### src/hdl/polynomial_inverse_bisection_macros.svh
// Assertion macros for the polynomial inverse block.
`ifndef POLYNOMIAL_INVERSE_BISECTION_MACROS_SVH
`define POLYNOMIAL_INVERSE_BISECTION_MACROS_SVH

// Same-cycle implication, clocked on i_clk, off while i_rst_n is low.
`define PIB_ASSERT_IMP(label, ante, cons, msg) \
    label: assert property (@(posedge i_clk) disable iff (!i_rst_n) (ante) |-> (cons)) \
        else $error(msg);

// Next-cycle implication, clocked on i_clk, off while i_rst_n is low.
`define PIB_ASSERT_NXT(label, ante, cons, msg) \
    label: assert property (@(posedge i_clk) disable iff (!i_rst_n) (ante) |=> (cons)) \
        else $error(msg);

`endif

### src/hdl/pib_pkg.sv
// Shared types and constants of the polynomial inverse block.
`timescale 1ns / 1ps

package pib_pkg;

    localparam int COEF_W     = 48;   // Q16.32 coefficient
    localparam int CUR_W      = 32;   // Q16.16 current
    localparam int CURQ_W     = 48;   // current moved to .32
    localparam int FIELD_W    = 24;   // Q8.16 field
    localparam int FRAC_W     = 16;
    localparam int ORDER_W    = 3;
    localparam int CFG_IDX_W  = 3;
    localparam int NUM_COEF   = 6;
    localparam int COEF_IDX_W = 3;
    localparam int ACC_W      = 63;   // Horner accumulator, +-(2^62 - 1)
    localparam int MAG_W      = 62;
    localparam int WIDE_W     = 64;
    localparam int NUM_W      = 49;   // current minus c0
    localparam int DMAG_W     = 48;   // divider operand magnitude
    localparam int MUL_A_W    = 32;
    localparam int MUL_B_W    = 24;
    localparam int MUL_P_W    = 56;
    localparam int PH_W       = 54;   // upper partial product

    typedef logic signed [COEF_W-1:0]  t_coef;
    typedef logic signed [CUR_W-1:0]   t_cur;
    typedef logic        [FIELD_W-1:0] t_field;
    typedef logic                      t_status;

    localparam logic [CFG_IDX_W-1:0] CFG_ORDER = 3'd6;
    localparam logic [CFG_IDX_W-1:0] CFG_MAX   = 3'd7;

    localparam logic [ORDER_W-1:0] ORDER_NONE   = 3'd0;
    localparam logic [ORDER_W-1:0] ORDER_LIN_LO = 3'd1;
    localparam logic [ORDER_W-1:0] ORDER_LIN_HI = 3'd2;

    localparam t_status STAT_OK        = 1'b0;
    localparam t_status STAT_BAD_ORDER = 1'b1;

    localparam logic [MAG_W-1:0] ACC_LIM       = {MAG_W{1'b1}};
    localparam t_field           MAX_FIELD_RST = {FIELD_W{1'b1}};

    typedef struct packed {
        logic              start;
        logic [DMAG_W-1:0] num_mag;
        logic [DMAG_W-1:0] den_mag;
    } t_div_req;

    typedef struct packed {
        logic   done;
        logic   ovf;
        t_field quo;
    } t_div_rsp;

endpackage

### src/hdl/pib_if.sv
// Request and result channel interfaces of the polynomial inverse block.
`timescale 1ns / 1ps

interface pib_in_if import pib_pkg::*; ();
    logic valid;
    logic ready;
    t_cur target_current;

    modport source (output valid, output target_current, input ready);
    modport sink (input valid, input target_current, output ready);
endinterface

interface pib_out_if import pib_pkg::*; ();
    logic    valid;
    logic    ready;
    t_field  field_out;
    t_status status;

    modport source (output valid, output field_out, output status, input ready);
    modport sink (input valid, input field_out, input status, output ready);
endinterface

### src/hdl/pib_mul.sv
// Shared 32x24 unsigned multiplier with registered product.
`timescale 1ns / 1ps

module pib_mul import pib_pkg::*; (
    input  logic               i_clk,
    input  logic [MUL_A_W-1:0] i_a,
    input  logic [MUL_B_W-1:0] i_b,
    output logic [MUL_P_W-1:0] o_p
);

    logic [MUL_P_W-1:0] r_p;

    always_ff @(posedge i_clk) begin
        r_p <= MUL_P_W'(i_a) * MUL_P_W'(i_b);
    end

    assign o_p = r_p;

endmodule

### src/hdl/pib_div.sv
// Radix-2 restoring divider for the line solve, flagging quotient overflow.
`timescale 1ns / 1ps

module pib_div import pib_pkg::*; (
    input  logic     i_clk,
    input  logic     i_rst_n,
    input  t_div_req i_req,
    output t_div_rsp o_rsp
);

    typedef enum logic [1:0] {D_IDLE, D_CHECK, D_RUN} t_dstate;

    localparam int CNT_W = $clog2(FIELD_W);
    localparam int PRE_W = FIELD_W - FRAC_W;   // integer quotient bits

    t_dstate           r_state;
    logic [DMAG_W-1:0] r_num;
    logic [DMAG_W-1:0] r_den;
    logic [DMAG_W-1:0] r_rem;
    t_field            r_low;
    t_field            r_quo;
    logic [CNT_W-1:0]  r_cnt;
    logic              r_done;
    logic              r_ovf;

    logic              too_big;
    logic [DMAG_W+1:0] trial;

    // quotient would reach 2^24: numerator >= divisor * 2^8
    assign too_big = {{PRE_W{1'b0}}, r_num} >= {r_den, {PRE_W{1'b0}}};
    assign trial   = {1'b0, r_rem, r_low[FIELD_W-1]} - {2'b00, r_den};

    always_ff @(posedge i_clk) begin
        if (!i_rst_n) begin
            r_state <= D_IDLE;
            r_done  <= 1'b0;
        end else begin
            r_done <= 1'b0;
            case (r_state)
                D_IDLE: begin
                    if (i_req.start) begin
                        r_num   <= i_req.num_mag;
                        r_den   <= i_req.den_mag;
                        r_state <= D_CHECK;
                    end
                end
                D_CHECK: begin
                    r_ovf <= too_big;
                    r_rem <= DMAG_W'(r_num >> PRE_W);
                    r_low <= {r_num[PRE_W-1:0], {FRAC_W{1'b0}}};
                    r_cnt <= CNT_W'(FIELD_W - 1);
                    if (too_big) begin
                        r_done  <= 1'b1;
                        r_state <= D_IDLE;
                    end else begin
                        r_state <= D_RUN;
                    end
                end
                D_RUN: begin
                    if (trial[DMAG_W+1]) begin
                        r_rem <= {r_rem[DMAG_W-2:0], r_low[FIELD_W-1]};
                    end else begin
                        r_rem <= trial[DMAG_W-1:0];
                    end
                    r_quo <= {r_quo[FIELD_W-2:0], ~trial[DMAG_W+1]};
                    r_low <= {r_low[FIELD_W-2:0], 1'b0};
                    r_cnt <= r_cnt - 1'b1;
                    if (r_cnt == '0) begin
                        r_done  <= 1'b1;
                        r_state <= D_IDLE;
                    end
                end
                default: r_state <= D_IDLE;
            endcase
        end
    end

    assign o_rsp.done = r_done;
    assign o_rsp.ovf  = r_ovf;
    assign o_rsp.quo  = r_quo;

endmodule

### src/hdl/polynomial_inverse_bisection.sv
// Top level: inverse of a quintic calibration polynomial by bisection, or by division
// for a line. A bisection step makes five Horner passes through the one 32x24 multiplier,
// each a sign/magnitude step, upper and lower multiply, combine and add; a full 24-bit
// range needs 24 steps. Line solve uses the divider, one quotient bit a cycle; bad order
// goes straight to the result. One request at a time, the next taken the cycle after the
// result is handed over, even while the last result still waits at the output.
`timescale 1ns / 1ps
`include "polynomial_inverse_bisection_macros.svh"

module polynomial_inverse_bisection import pib_pkg::*; #(
    parameter int MAX_ITERATIONS = 100,
    parameter int TOLERANCE_LSB  = 1
) (
    input  logic                 i_clk,
    input  logic                 i_rst_n,
    input  logic                 i_cfg_we,
    input  logic [CFG_IDX_W-1:0] i_cfg_idx,
    input  logic [COEF_W-1:0]    i_cfg_data,
    pib_in_if.sink               i_req,
    pib_out_if.source            o_res
);

    // Reset (synchronous, active low) idles the sequencer and restores register defaults.

    localparam int ITER_W = $clog2(MAX_ITERATIONS + 1);
    localparam logic [ITER_W-1:0]  ITER_LAST = ITER_W'(MAX_ITERATIONS);
    // stop once the bracket is narrower than twice the tolerance
    localparam logic [FIELD_W:0]   TOL_SPAN  = (FIELD_W + 1)'(2 * TOLERANCE_LSB);
    localparam logic signed [WIDE_W-1:0] LIM_W = signed'(WIDE_W'(ACC_LIM));

    typedef enum logic [3:0] {
        S_IDLE, S_MID, S_ABS, S_MULH, S_MULL, S_COMB, S_ADD, S_CMP,
        S_LIN_DIV, S_LIN_WAIT, S_DONE
    } t_state;

    // ---- configuration registers ----
    t_coef               r_coef [NUM_COEF];
    logic [ORDER_W-1:0]  r_order;
    t_field              r_max;

    always_ff @(posedge i_clk) begin
        if (!i_rst_n) begin
            for (int k = 0; k < NUM_COEF; k++) begin
                r_coef[k] <= '0;
            end
            r_order <= ORDER_NONE;
            r_max   <= MAX_FIELD_RST;
        end else if (i_cfg_we) begin
            case (i_cfg_idx)
                CFG_ORDER: r_order <= i_cfg_data[ORDER_W-1:0];
                CFG_MAX:   r_max   <= i_cfg_data[FIELD_W-1:0];
                default:   r_coef[i_cfg_idx] <= i_cfg_data;   // coefficients 0..5
            endcase
        end
    end

    // ---- sequencer and datapath registers ----
    t_state                    r_state;
    logic signed [CURQ_W-1:0]  r_cur;        // current in .32
    logic                      r_sref_pos;
    logic                      r_sref_neg;
    logic signed [NUM_W-1:0]   r_num;
    t_field                    r_lo;
    t_field                    r_hi;
    t_field                    r_mid;
    logic [ITER_W-1:0]         r_iter;
    logic [COEF_IDX_W-1:0]     r_k;
    logic signed [ACC_W-1:0]   r_acc;
    logic                      r_neg;
    logic [MAG_W-1:0]          r_mag;
    logic [PH_W-1:0]           r_ph;
    logic [MAG_W-1:0]          r_res;
    t_field                    r_rfield;
    t_status                   r_rstat;
    logic                      r_ovalid;
    t_field                    r_ofield;
    t_status                   r_ostat;

    logic                      req_take;
    logic signed [CURQ_W-1:0]  cur_in;
    logic signed [NUM_W-1:0]   sref_in;
    logic signed [NUM_W-1:0]   num_in;
    logic [FIELD_W:0]          mid_sum;
    t_field                    mid_val;
    t_field                    mid_span;
    logic [MUL_A_W-1:0]        mul_a;
    logic [MUL_P_W-1:0]        mul_p;
    logic                      ph_ovf;
    logic [ACC_W-1:0]          prod_raw;
    logic [MAG_W-1:0]          n_res;
    logic signed [WIDE_W-1:0]  coef_k;
    logic signed [WIDE_W-1:0]  res_x;
    logic signed [WIDE_W-1:0]  acc_sum;
    logic signed [ACC_W-1:0]   n_acc;
    logic [MAG_W-1:0]          n_mag;
    logic signed [WIDE_W-1:0]  resid;
    logic                      resid_zero;
    logic                      move_lo;
    logic                      lin_trivial;
    t_div_req                  div_req;
    t_div_rsp                  div_rsp;
    t_field                    lin_field;

    assign req_take = i_req.valid && i_req.ready;
    assign cur_in   = {i_req.target_current, {FRAC_W{1'b0}}};
    assign sref_in  = NUM_W'(r_coef[0]) - NUM_W'(cur_in);
    assign num_in   = NUM_W'(cur_in) - NUM_W'(r_coef[0]);

    assign mid_sum  = (FIELD_W + 1)'(r_lo) + (FIELD_W + 1)'(r_hi);
    assign mid_val  = mid_sum[FIELD_W:1];
    assign mid_span = r_hi - r_lo;

    // shared multiplier: upper magnitude word first, then the lower one
    assign mul_a = (r_state == S_MULH) ? MUL_A_W'(r_mag[MAG_W-1:MUL_A_W])
                                       : r_mag[MUL_A_W-1:0];

    pib_mul u_mul (
        .i_clk (i_clk),
        .i_a   (mul_a),
        .i_b   (r_mid),
        .o_p   (mul_p)
    );

    // |acc| * b / 2^16, truncated, saturated at 2^62 - 1
    assign ph_ovf   = |r_ph[PH_W-1:MAG_W-FRAC_W];
    assign prod_raw = ACC_W'({r_ph[MAG_W-FRAC_W-1:0], {FRAC_W{1'b0}}})
                    + ACC_W'(mul_p[MUL_P_W-1:FRAC_W]);
    assign n_res    = (ph_ovf || prod_raw[ACC_W-1]) ? ACC_LIM : prod_raw[MAG_W-1:0];

    // coefficient add with the product's sign folded in, then clamp
    assign coef_k  = WIDE_W'(r_coef[r_k]);
    assign res_x   = signed'(WIDE_W'(r_res));
    assign acc_sum = r_neg ? (coef_k - res_x) : (coef_k + res_x);
    assign n_acc   = (acc_sum > LIM_W)  ? ACC_W'(LIM_W)  :
                     (acc_sum < -LIM_W) ? ACC_W'(-LIM_W) : ACC_W'(acc_sum);

    assign n_mag = r_acc[ACC_W-1] ? MAG_W'(-r_acc) : MAG_W'(r_acc);

    // residual sign against the sign reference c0 - I
    assign resid      = WIDE_W'(r_acc) - WIDE_W'(r_cur);
    assign resid_zero = (resid == '0);
    assign move_lo    = (!resid[WIDE_W-1] && r_sref_pos) || (resid[WIDE_W-1] && r_sref_neg);

    // line solve: zero numerator or opposite signs give field 0
    assign lin_trivial = (r_num == '0) || (r_num[NUM_W-1] != r_coef[1][COEF_W-1]);
    assign div_req.start   = (r_state == S_LIN_DIV) && !lin_trivial;
    assign div_req.num_mag = r_num[NUM_W-1] ? DMAG_W'(-r_num) : DMAG_W'(r_num);
    assign div_req.den_mag = r_coef[1][COEF_W-1] ? DMAG_W'(-(NUM_W'(r_coef[1])))
                                                 : DMAG_W'(r_coef[1]);

    pib_div u_div (
        .i_clk   (i_clk),
        .i_rst_n (i_rst_n),
        .i_req   (div_req),
        .o_rsp   (div_rsp)
    );

    assign lin_field = (div_rsp.ovf || (div_rsp.quo > r_max)) ? r_max : div_rsp.quo;

    always_ff @(posedge i_clk) begin
        if (!i_rst_n) begin
            r_state  <= S_IDLE;
            r_ovalid <= 1'b0;
        end else begin
            // S_DONE reloads the output register itself
            if (o_res.ready && (r_state != S_DONE)) begin
                r_ovalid <= 1'b0;
            end
            case (r_state)
                S_IDLE: begin
                    if (req_take) begin
                        r_cur      <= cur_in;
                        r_sref_pos <= !sref_in[NUM_W-1] && (sref_in != '0);
                        r_sref_neg <= sref_in[NUM_W-1];
                        r_num      <= num_in;
                        r_lo       <= '0;
                        r_hi       <= r_max;
                        r_iter     <= '0;
                        r_rstat    <= (r_order == ORDER_NONE) ? STAT_BAD_ORDER : STAT_OK;
                        if (r_order == ORDER_NONE) begin
                            r_rfield <= '0;
                            r_state  <= S_DONE;
                        end else if ((r_order inside {[ORDER_LIN_LO:ORDER_LIN_HI]})
                                     && (r_coef[1] != '0)) begin
                            r_state <= S_LIN_DIV;
                        end else begin
                            r_state <= S_MID;
                        end
                    end
                end
                S_MID: begin
                    if (r_iter == ITER_LAST) begin
                        r_rfield <= r_mid;          // step limit: keep last midpoint
                        r_state  <= S_DONE;
                    end else begin
                        r_mid <= mid_val;
                        if ({1'b0, mid_span} < TOL_SPAN) begin
                            r_rfield <= mid_val;
                            r_state  <= S_DONE;
                        end else begin
                            r_acc   <= ACC_W'(r_coef[NUM_COEF-1]);
                            r_k     <= COEF_IDX_W'(NUM_COEF - 2);
                            r_state <= S_ABS;
                        end
                    end
                end
                S_ABS: begin
                    r_neg   <= r_acc[ACC_W-1];
                    r_mag   <= n_mag;
                    r_state <= S_MULH;
                end
                S_MULH: r_state <= S_MULL;
                S_MULL: begin
                    r_ph    <= mul_p[PH_W-1:0];
                    r_state <= S_COMB;
                end
                S_COMB: begin
                    r_res   <= n_res;
                    r_state <= S_ADD;
                end
                S_ADD: begin
                    r_acc <= n_acc;
                    if (r_k == '0) begin
                        r_state <= S_CMP;
                    end else begin
                        r_k     <= r_k - 1'b1;
                        r_state <= S_ABS;
                    end
                end
                S_CMP: begin
                    if (resid_zero) begin
                        r_rfield <= r_mid;
                        r_state  <= S_DONE;
                    end else begin
                        if (move_lo) begin
                            r_lo <= r_mid;
                        end else begin
                            r_hi <= r_mid;
                        end
                        r_iter  <= r_iter + 1'b1;
                        r_state <= S_MID;
                    end
                end
                S_LIN_DIV: begin
                    if (lin_trivial) begin
                        r_rfield <= '0;
                        r_state  <= S_DONE;
                    end else begin
                        r_state <= S_LIN_WAIT;
                    end
                end
                S_LIN_WAIT: begin
                    if (div_rsp.done) begin
                        r_rfield <= lin_field;
                        r_state  <= S_DONE;
                    end
                end
                S_DONE: begin
                    // hand over once the output register is free
                    if (!r_ovalid || o_res.ready) begin
                        r_ofield <= r_rfield;
                        r_ostat  <= r_rstat;
                        r_ovalid <= 1'b1;
                        r_state  <= S_IDLE;
                    end
                end
                default: r_state <= S_IDLE;
            endcase
        end
    end

    assign i_req.ready     = (r_state == S_IDLE);
    assign o_res.valid     = r_ovalid;
    assign o_res.field_out = r_ofield;
    assign o_res.status    = r_ostat;

    // ---- assertions ----
    `PIB_ASSERT_NXT(a_busy_after_req, req_take, !i_req.ready, "ready straight after a request")
    `PIB_ASSERT_IMP(a_bad_order_zero,
                    o_res.valid && (o_res.status == STAT_BAD_ORDER),
                    o_res.field_out == '0,
                    "bad order result with nonzero field")
    `PIB_ASSERT_IMP(a_mid_bracketed,
                    r_state == S_CMP,
                    (r_mid >= r_lo) && (r_mid <= r_hi),
                    "midpoint outside bracket")

endmodule

### src/flat_wrapper.sv
// flat-port wrapper written by rule: the top's interface ports become plain ports
module polynomial_inverse_bisection_flat import pib_pkg::*;
#(
    parameter int MAX_ITERATIONS = 100,
    parameter int TOLERANCE_LSB  = 1
)
  (i_clk, i_rst_n, i_cfg_we, i_cfg_idx, i_cfg_data, i_req_valid, i_req_target_current, i_req_ready, o_res_valid, o_res_field_out, o_res_status, o_res_ready);
  pib_in_if i_req_i ();
  pib_out_if o_res_i ();
  input  logic i_clk;
  input  logic i_rst_n;
  input  logic i_cfg_we;
  input  logic [CFG_IDX_W-1:0] i_cfg_idx;
  input  logic [COEF_W-1:0] i_cfg_data;
  input wire logic [$bits(i_req_i.valid)-1:0] i_req_valid;
  input wire logic [$bits(i_req_i.target_current)-1:0] i_req_target_current;
  output wire logic [$bits(i_req_i.ready)-1:0] i_req_ready;
  output wire logic [$bits(o_res_i.valid)-1:0] o_res_valid;
  output wire logic [$bits(o_res_i.field_out)-1:0] o_res_field_out;
  output wire logic [$bits(o_res_i.status)-1:0] o_res_status;
  input wire logic [$bits(o_res_i.ready)-1:0] o_res_ready;
  assign i_req_i.valid = i_req_valid;
  assign i_req_i.target_current = i_req_target_current;
  assign i_req_ready = i_req_i.ready;
  assign o_res_valid = o_res_i.valid;
  assign o_res_field_out = o_res_i.field_out;
  assign o_res_status = o_res_i.status;
  assign o_res_i.ready = o_res_ready;
  polynomial_inverse_bisection #(.MAX_ITERATIONS(MAX_ITERATIONS), .TOLERANCE_LSB(TOLERANCE_LSB)) u_core (.i_clk(i_clk), .i_rst_n(i_rst_n), .i_cfg_we(i_cfg_we), .i_cfg_idx(i_cfg_idx), .i_cfg_data(i_cfg_data), .i_req(i_req_i), .o_res(o_res_i));
endmodule
### config.mk
export PLATFORM = sky130hd
export DESIGN_NAME = polynomial_inverse_bisection_flat
export DESIGN_NICKNAME = d
export VERILOG_FILES = /design/src/hdl/pib_pkg.sv /design/src/hdl/pib_if.sv /design/src/hdl/pib_mul.sv /design/src/hdl/pib_div.sv /design/src/hdl/polynomial_inverse_bisection.sv /design/src/flat_wrapper.sv
export VERILOG_INCLUDE_DIRS = /design/src /design/src/hdl
export SDC_FILE = /design/constraint.sdc
export NUM_CORES = 2
export LEC_CHECK = 0
export BUFFER_PORTS_ARGS = -buffer_cell sky130_fd_sc_hd__buf_2
export CORE_MARGIN = 8
export CORE_UTILIZATION = 39
export CTS_CLUSTER_DIAMETER = 40
export CTS_CLUSTER_SIZE = 28
export DETAILED_ROUTE_END_ITERATION = 16
export HOLD_SLACK_MARGIN = 0.12
export RECOVER_POWER = 100
export SYNTH_ARGS = -nofsm -noshare
export SYNTH_HDL_FRONTEND = slang
export SYNTH_HIERARCHICAL = 1
export SYNTH_SLANG_ARGS = --single-unit
### constraint.sdc
create_clock -name i_clk -period 11 [get_ports i_clk]
set_clock_uncertainty 0.1 [all_clocks]
set_input_delay 2.2 -clock i_clk [delete_from_list [all_inputs] [get_ports i_clk]]
set_output_delay 2.2 -clock i_clk [all_outputs]
set_load 0.02 [all_outputs]
# ---- After elaboration in Yosys (flattened, before gate mapping)
# Memory sizes are Yosys's and may differ from the RTL's. A register that Yosys moved wholly into a read port is not among the register bits.
# Cells that the tools add are included.
dict set report totals {
  register_bits 746
  mem_bits_rw 288
  n_memories 1
  word_cells 213
}
dict set report classes {
  n_lt_le_gt_ge 7
  n_mux 69
  reduce_logical 53
  eq_ne 32
  bitwise 2
  n_addsub 15
  mul 1
}
# memory depth word_bits rd rd_clocked_by_memory_dff wr line
set mem_list {}
lappend mem_list {u_core.r_coef 6 48 4 1 6 polynomial_inverse_bisection.sv:37} ;# t_coef r_coef [NUM_COEF];
# cell count
set ops {}
lappend ops {{$mux 24} 14}
lappend ops {{$mux 63} 4}
lappend ops {{$mux 48} 3}
lappend ops {{$pmux 24 s2} 3}
lappend ops {{$pmux 63 s2} 1}
lappend ops {{$pmux 24 s5} 1}
lappend ops {{$sub 48x48->49} 2}
lappend ops {{$neg 48->48} 2}
lappend ops {{$pmux 48 s2} 1}
lappend ops {{$add 48x63->64} 1}
lappend ops {{$gt 64x63->1 const B} 1}
lappend ops {{$logic_not 64->1} 1}
lappend ops {{$lt 64x63->1 const B} 1}
lappend ops {{$mux 64} 1}
lappend ops {{$sub 48x63->64} 1}
lappend ops {{$sub 63x48->64} 1}
lappend ops {{$add 62x40->63} 1}
lappend ops {{$mux 62} 1}
lappend ops {{$neg 62->62} 1}
lappend ops {{$ge 48x56->1} 1}
lappend ops {{$mul 32x24->56} 1}
lappend ops {{$sub 49x48->50} 1}
lappend ops {{$logic_not 49->1} 1}
lappend ops {{$reduce_bool 49->1} 1}
lappend ops {{54 further kinds} 133}

# ---- Logic depth before layout (Yosys ltp)
dict set report depth {
  depth_word 8
  depth_mapped 30
  mapped_depth_nobuf 26
}

# ---- Modules after synthesis
# The synthesis kept the hierarchy.
# mod n_inst cells_per_inst area_each_um2
set modules_own_cells {}
lappend modules_own_cells {polynomial_inverse_bisection 1 5028 53746.5}
lappend modules_own_cells {pib_mul 1 2944 26205.1}
lappend modules_own_cells {pib_div 1 966 10672.7}

# ---- Least setup slack after synthesis
# Ideal clock, no wire load.
dict set report synth_path {
  kind {input-to-reg}
  start {input port i_rst_n}
  end {register u_core.r_mag[0], enable pin}
  arrival_time_ps 8424
  required_ps 10261
  cell_stages 2
  slack_ps 1837
  setup_time_ps 639
  path_cell_list {clkinv_1 > nor4_1}
}
dict set report synth_via {
  elab_chain_cells 1
}
# element line
set synth_rtl {}
lappend synth_rtl {{start, declared} flat_wrapper.sv:11} ;# input logic i_rst_n;
lappend synth_rtl {{$reduce_and 2->1 (no source line)} n/a}
lappend synth_rtl {{end signal, assigned} polynomial_inverse_bisection.sv:209} ;# r_mag <= n_mag;
lappend synth_rtl {{end, declared} polynomial_inverse_bisection.sv:70} ;# logic [MAG_W-1:0] r_mag;
# Every way passes these cells.
# A chain may end at the register's enable or synchronous reset.

# ---- Final worst setup path
dict set report layout_path {
  start {register u_core.r_state[0]}
  end {register u_core.u_mul.r_p[54], in the netlist u_core/u_mul/o_p[54]}
}
dict set report layout_via {
  elab_chain_cells 3
}
# element line
set layout_rtl {}
lappend layout_rtl {{start, declared} polynomial_inverse_bisection.sv:58} ;# t_state r_state;
lappend layout_rtl {{start signal, assigned} polynomial_inverse_bisection.sv:162} ;# r_state <= S_IDLE;
lappend layout_rtl {{start signal, assigned} polynomial_inverse_bisection.sv:182} ;# r_state <= S_DONE;
lappend layout_rtl {{start signal, assigned} polynomial_inverse_bisection.sv:185} ;# r_state <= S_LIN_DIV;
lappend layout_rtl {{$eq 4x2->1} polynomial_inverse_bisection.sv:114} ;# assign mul_a = (r_state == S_MULH) ? MUL_A_W'(r_mag[MAG_W-1:MUL_A_W])
lappend layout_rtl {{$mux 32} polynomial_inverse_bisection.sv:114}
lappend layout_rtl {{net u_core.mul_a[12]} polynomial_inverse_bisection.sv:86} ;# logic [MUL_A_W-1:0] mul_a;
lappend layout_rtl {{$mul 32x24->56} pib_mul.sv:14} ;# r_p <= MUL_P_W'(i_a) * MUL_P_W'(i_b);
lappend layout_rtl {{end signal, assigned} pib_mul.sv:14}
lappend layout_rtl {{end, declared} pib_mul.sv:11} ;# logic [MUL_P_W-1:0] r_p;
# The timed path passes the listed nets, and every way through them passes these cells.

==> out/results.ini <==
[finish]
syn_to_final_growth_pct = 10.5
finalNetCount = 10300
drive_above_1_share_pct = 7.44

[clock_tree]
htree_levels = 4
clkSinkCount = 1117
cts_tree = built
clk_path_buf_depth = 3
cts_buffers = 169
holdBufCountCts = 0
cts.clk_slew.worst_paths_ps = 70
cts_resized = 0
clockRootBuffer = clkbuf_16
cts_setup_buffers = 0
clock_latency_ps = 810

[routing]
drtIter0Drc = 5419
ant_nets = 0
via_per_inst = 5.55
first_pass_iters = 8
drc_errors = 0
wl_per_cell_um = 23.6
wl_mm = 287
vias = 67400

[setup_path]
worst_ep_required_time_ps = 11590
worstSetupPathType = register to register
endpoint_kind = register
crit_fanout = 24
worst_r2r_endpoint = u_core/u_mul/o_p[54]
arrival_ps = 10550
crit_start = u_core/r_state[0]
reg2reg_slack_ps = 1040
reg2reg_from = u_core/r_state[0]
r2r_cells = 25
crit_end = u_core/u_mul/o_p[54]
start_kind = register

[synth]
synth_fa_ha_area_share_pct = 22.3
synth_ff_type = edfxtp_1
ys_async_sr_fraction_pct = 0
synth_xor_area_share_pct = 4.75
ys_types = 115
synth_area_sq_um = 90600
yosys_warnings = 6
synth_seq_cells = 1117
synth_top_family_by_area = adder cells
syn_inst = 8938
syn_avg_cell_area_sq_um = 10.1
synth_edf_count = 1023
ys_seq_area_share_pct = 36.0
synthSimpleGateAreaFrac_pct = 14.6
muxShareOfSynthArea_pct = 4.03
synth_compound_area_share_pct = 11.9

[global_routing]
antenna_found_initial = 12
grt_pass1_vias = 66800
grt_start_max_net_pins = 85
track_usage_pct = 22.5
gr-total-overflow = 0
grt_pass1_wl_mm = 429

[run]
cap_violations = 34

[die]
die_h_um = 498
die_w_um = 498
initial_core_util_pct = 39.1
io_pins = 115
core_sq_um = 232000
rows = 177
die-area_sq_um = 248000

[status]
violations = max-capacitance violations, max-slew violations
status = finished with violations

[sta]
max_slew_margin_pct = -176
setup_tns_ps = 0
grt_setup_unrepaired = no
hold_viol_final = 0
hold-worst-slack_ps = 302
fin_crit_ps = 9960
min_period_over_period_pct = 90.6
drv_slew = 1557
tightest_slew_ps = 4150
fmax_mhz = 100
finalSetupViolations = 0

[placement]
portBuffers = 114
hpwl_mm = 223
gp_congestion = 0.948

[min_path]
holdCritPathClass = register to register

## critical path, cell delays in order, from the launching register on
cell	delay (ps)
dfxtp_1	680
nand2b_1	330
nor2_1	830
buf_4	440
mux2_1	750
and2_0	330
fa_1	430
fa_1	490
inv_1	60
fa_1	500
fa_1	520
inv_1	50
fa_1	460
fa_1	570
inv_1	60
fa_1	530
inv_1	40
ha_1	480
nand4_1	130
nor3_1	350
o211ai_2	240
a311oi_2	570
a211oi_2	200
o31ai_2	350
a311oi_1	160
xnor2_1	150
## cell usage after synthesis, types with 120 or more instances
library cell / n / area (sq um)
ha_1: 549 / 6870
a21o_1: 197 / 1480
nand2_1: 894 / 3360
o21ai_0: 310 / 1550
xor2_1: 120 / 1050
fa_1: 663 / 13300
a21oi_1: 433 / 2170
edfxtp_1: 1023 / 30700
and2_1: 447 / 2800
nor2_1: 632 / 2370
clkbuf_1: 366 / 1370
inv_1: 1096 / 4110
xnor2_1: 371 / 3250
## layout make-up
cell class	instances	area (sq um)
Antenna cell	4	10.0
Clock buffer	181	4360
Inverter	1098	4120
Tap cell	3043	3810
Timing Repair Buffer	189	968
Fill cell	22100	132000
Multi-Input combinational cell	6389	52500
Sequential cell	1117	32600
Clock inverter	135	1710
## state kept, by name, indices dropped and copies added (netlist names), 4 cells and up, named ones only
| name | cells |
|---|---|
| u_core/o_res.field_out | 24 |
| u_core/r_acc | 63 |
| u_core/r_coef | 384 |
| u_core/r_cur | 32 |
| u_core/r_hi | 24 |
| u_core/r_iter | 7 |
| u_core/r_lo | 24 |
| u_core/r_mag | 62 |
| u_core/r_max | 24 |
| u_core/r_mid | 24 |
| u_core/r_num | 49 |
| u_core/r_ph | 54 |
| u_core/r_res | 62 |
| u_core/r_rfield | 24 |
| u_core/r_state | 4 |
| u_core/u_div/r_cnt | 5 |
| u_core/u_div/r_den | 48 |
| u_core/u_div/r_low | 8 |
| u_core/u_div/r_num | 48 |
| u_core/u_div/r_quo | 24 |
| u_core/u_div/r_rem | 48 |
| u_core/u_mul/o_p | 56 |
## layout by cell type (no fill, tap or decap), types with 78 or more instances in the layout
cell type,count
clkbuf_16,173
nand2b_1,81
a31oi_1,78
nand3_1,118
nor3_1,116
and2_1,408
dfxtp_1,91
nor2_1,630
o21ai_0,314
edfxtp_1,1023
nand2_1,892
xor2_1,119
xnor2_1,371
a21o_1,197
clkbuf_1,98
conb_1,96
a21oi_1,430
inv_1,1096
mux2_2,87
mux4_2,95
ha_1,549
nand4_1,88
fa_1,663
## through the flow
step	utilization (%)	setup slack, ps	cells	cell area (sq um)
6_report	43.2	1040	12200	100000
2_1_floorplan	-	1840	9033	91000
3_3_place_gp	40.7	1550	11800	94400
4_1_cts	43.3	1450	12200	100000
3_5_place_dp	40.7	1490	11800	94400
5_1_grt	43.2	498	12200	100000
## worst min path at each step
stage | depth (start not counted) | end | slack, ps | from
3_3_place_gp | 0 | u_core/r_ph[9] | 290 | u_core/u_mul/o_p[9]
2_1_floorplan | 0 | u_core/r_ph[0] | 290 | u_core/u_mul/o_p[0]
4_1_cts | 0 | u_core/r_ph[0] | 310 | u_core/u_mul/o_p[0]
5_1_grt | 0 | u_core/r_ph[0] | 310 | u_core/u_mul/o_p[0]
6_report | 0 | u_core/r_ph[0] | 300 | u_core/u_mul/o_p[0]
3_5_place_dp | 0 | u_core/r_ph[5] | 290 | u_core/u_mul/o_p[5]
## logic make-up (layout without fill, tap and decap cells)
kind of cell / count (synthesis) / count (layout)
AOI/OAI and AO/OA: 1620 / 1620
xor gates and xnor gates: 491 / 491
adders and majority gates: 1220 / 1220
buffers and inverters: 1527 / 1603
DFF: 1117 / 1117
muxes: 233 / 233
other: 1 / 100
and+or+nand+nor: 2729 / 2729
## layer usage
layer | vias up | share of wire (%) | GRT usage, %
met5 | - | 0 | 0
met4 | 0 | 3.4 | 6.90
met3 | 383 | 5.9 | 3.23
met2 | 2111 | 46 | 36.2
met1 | 34200 | 45 | 31.4
li1 | 30800 | - | -
Power is left out: the tool's default activity adds up to more than one toggle a clock period on the data nets, which glitch-free logic cannot reach.
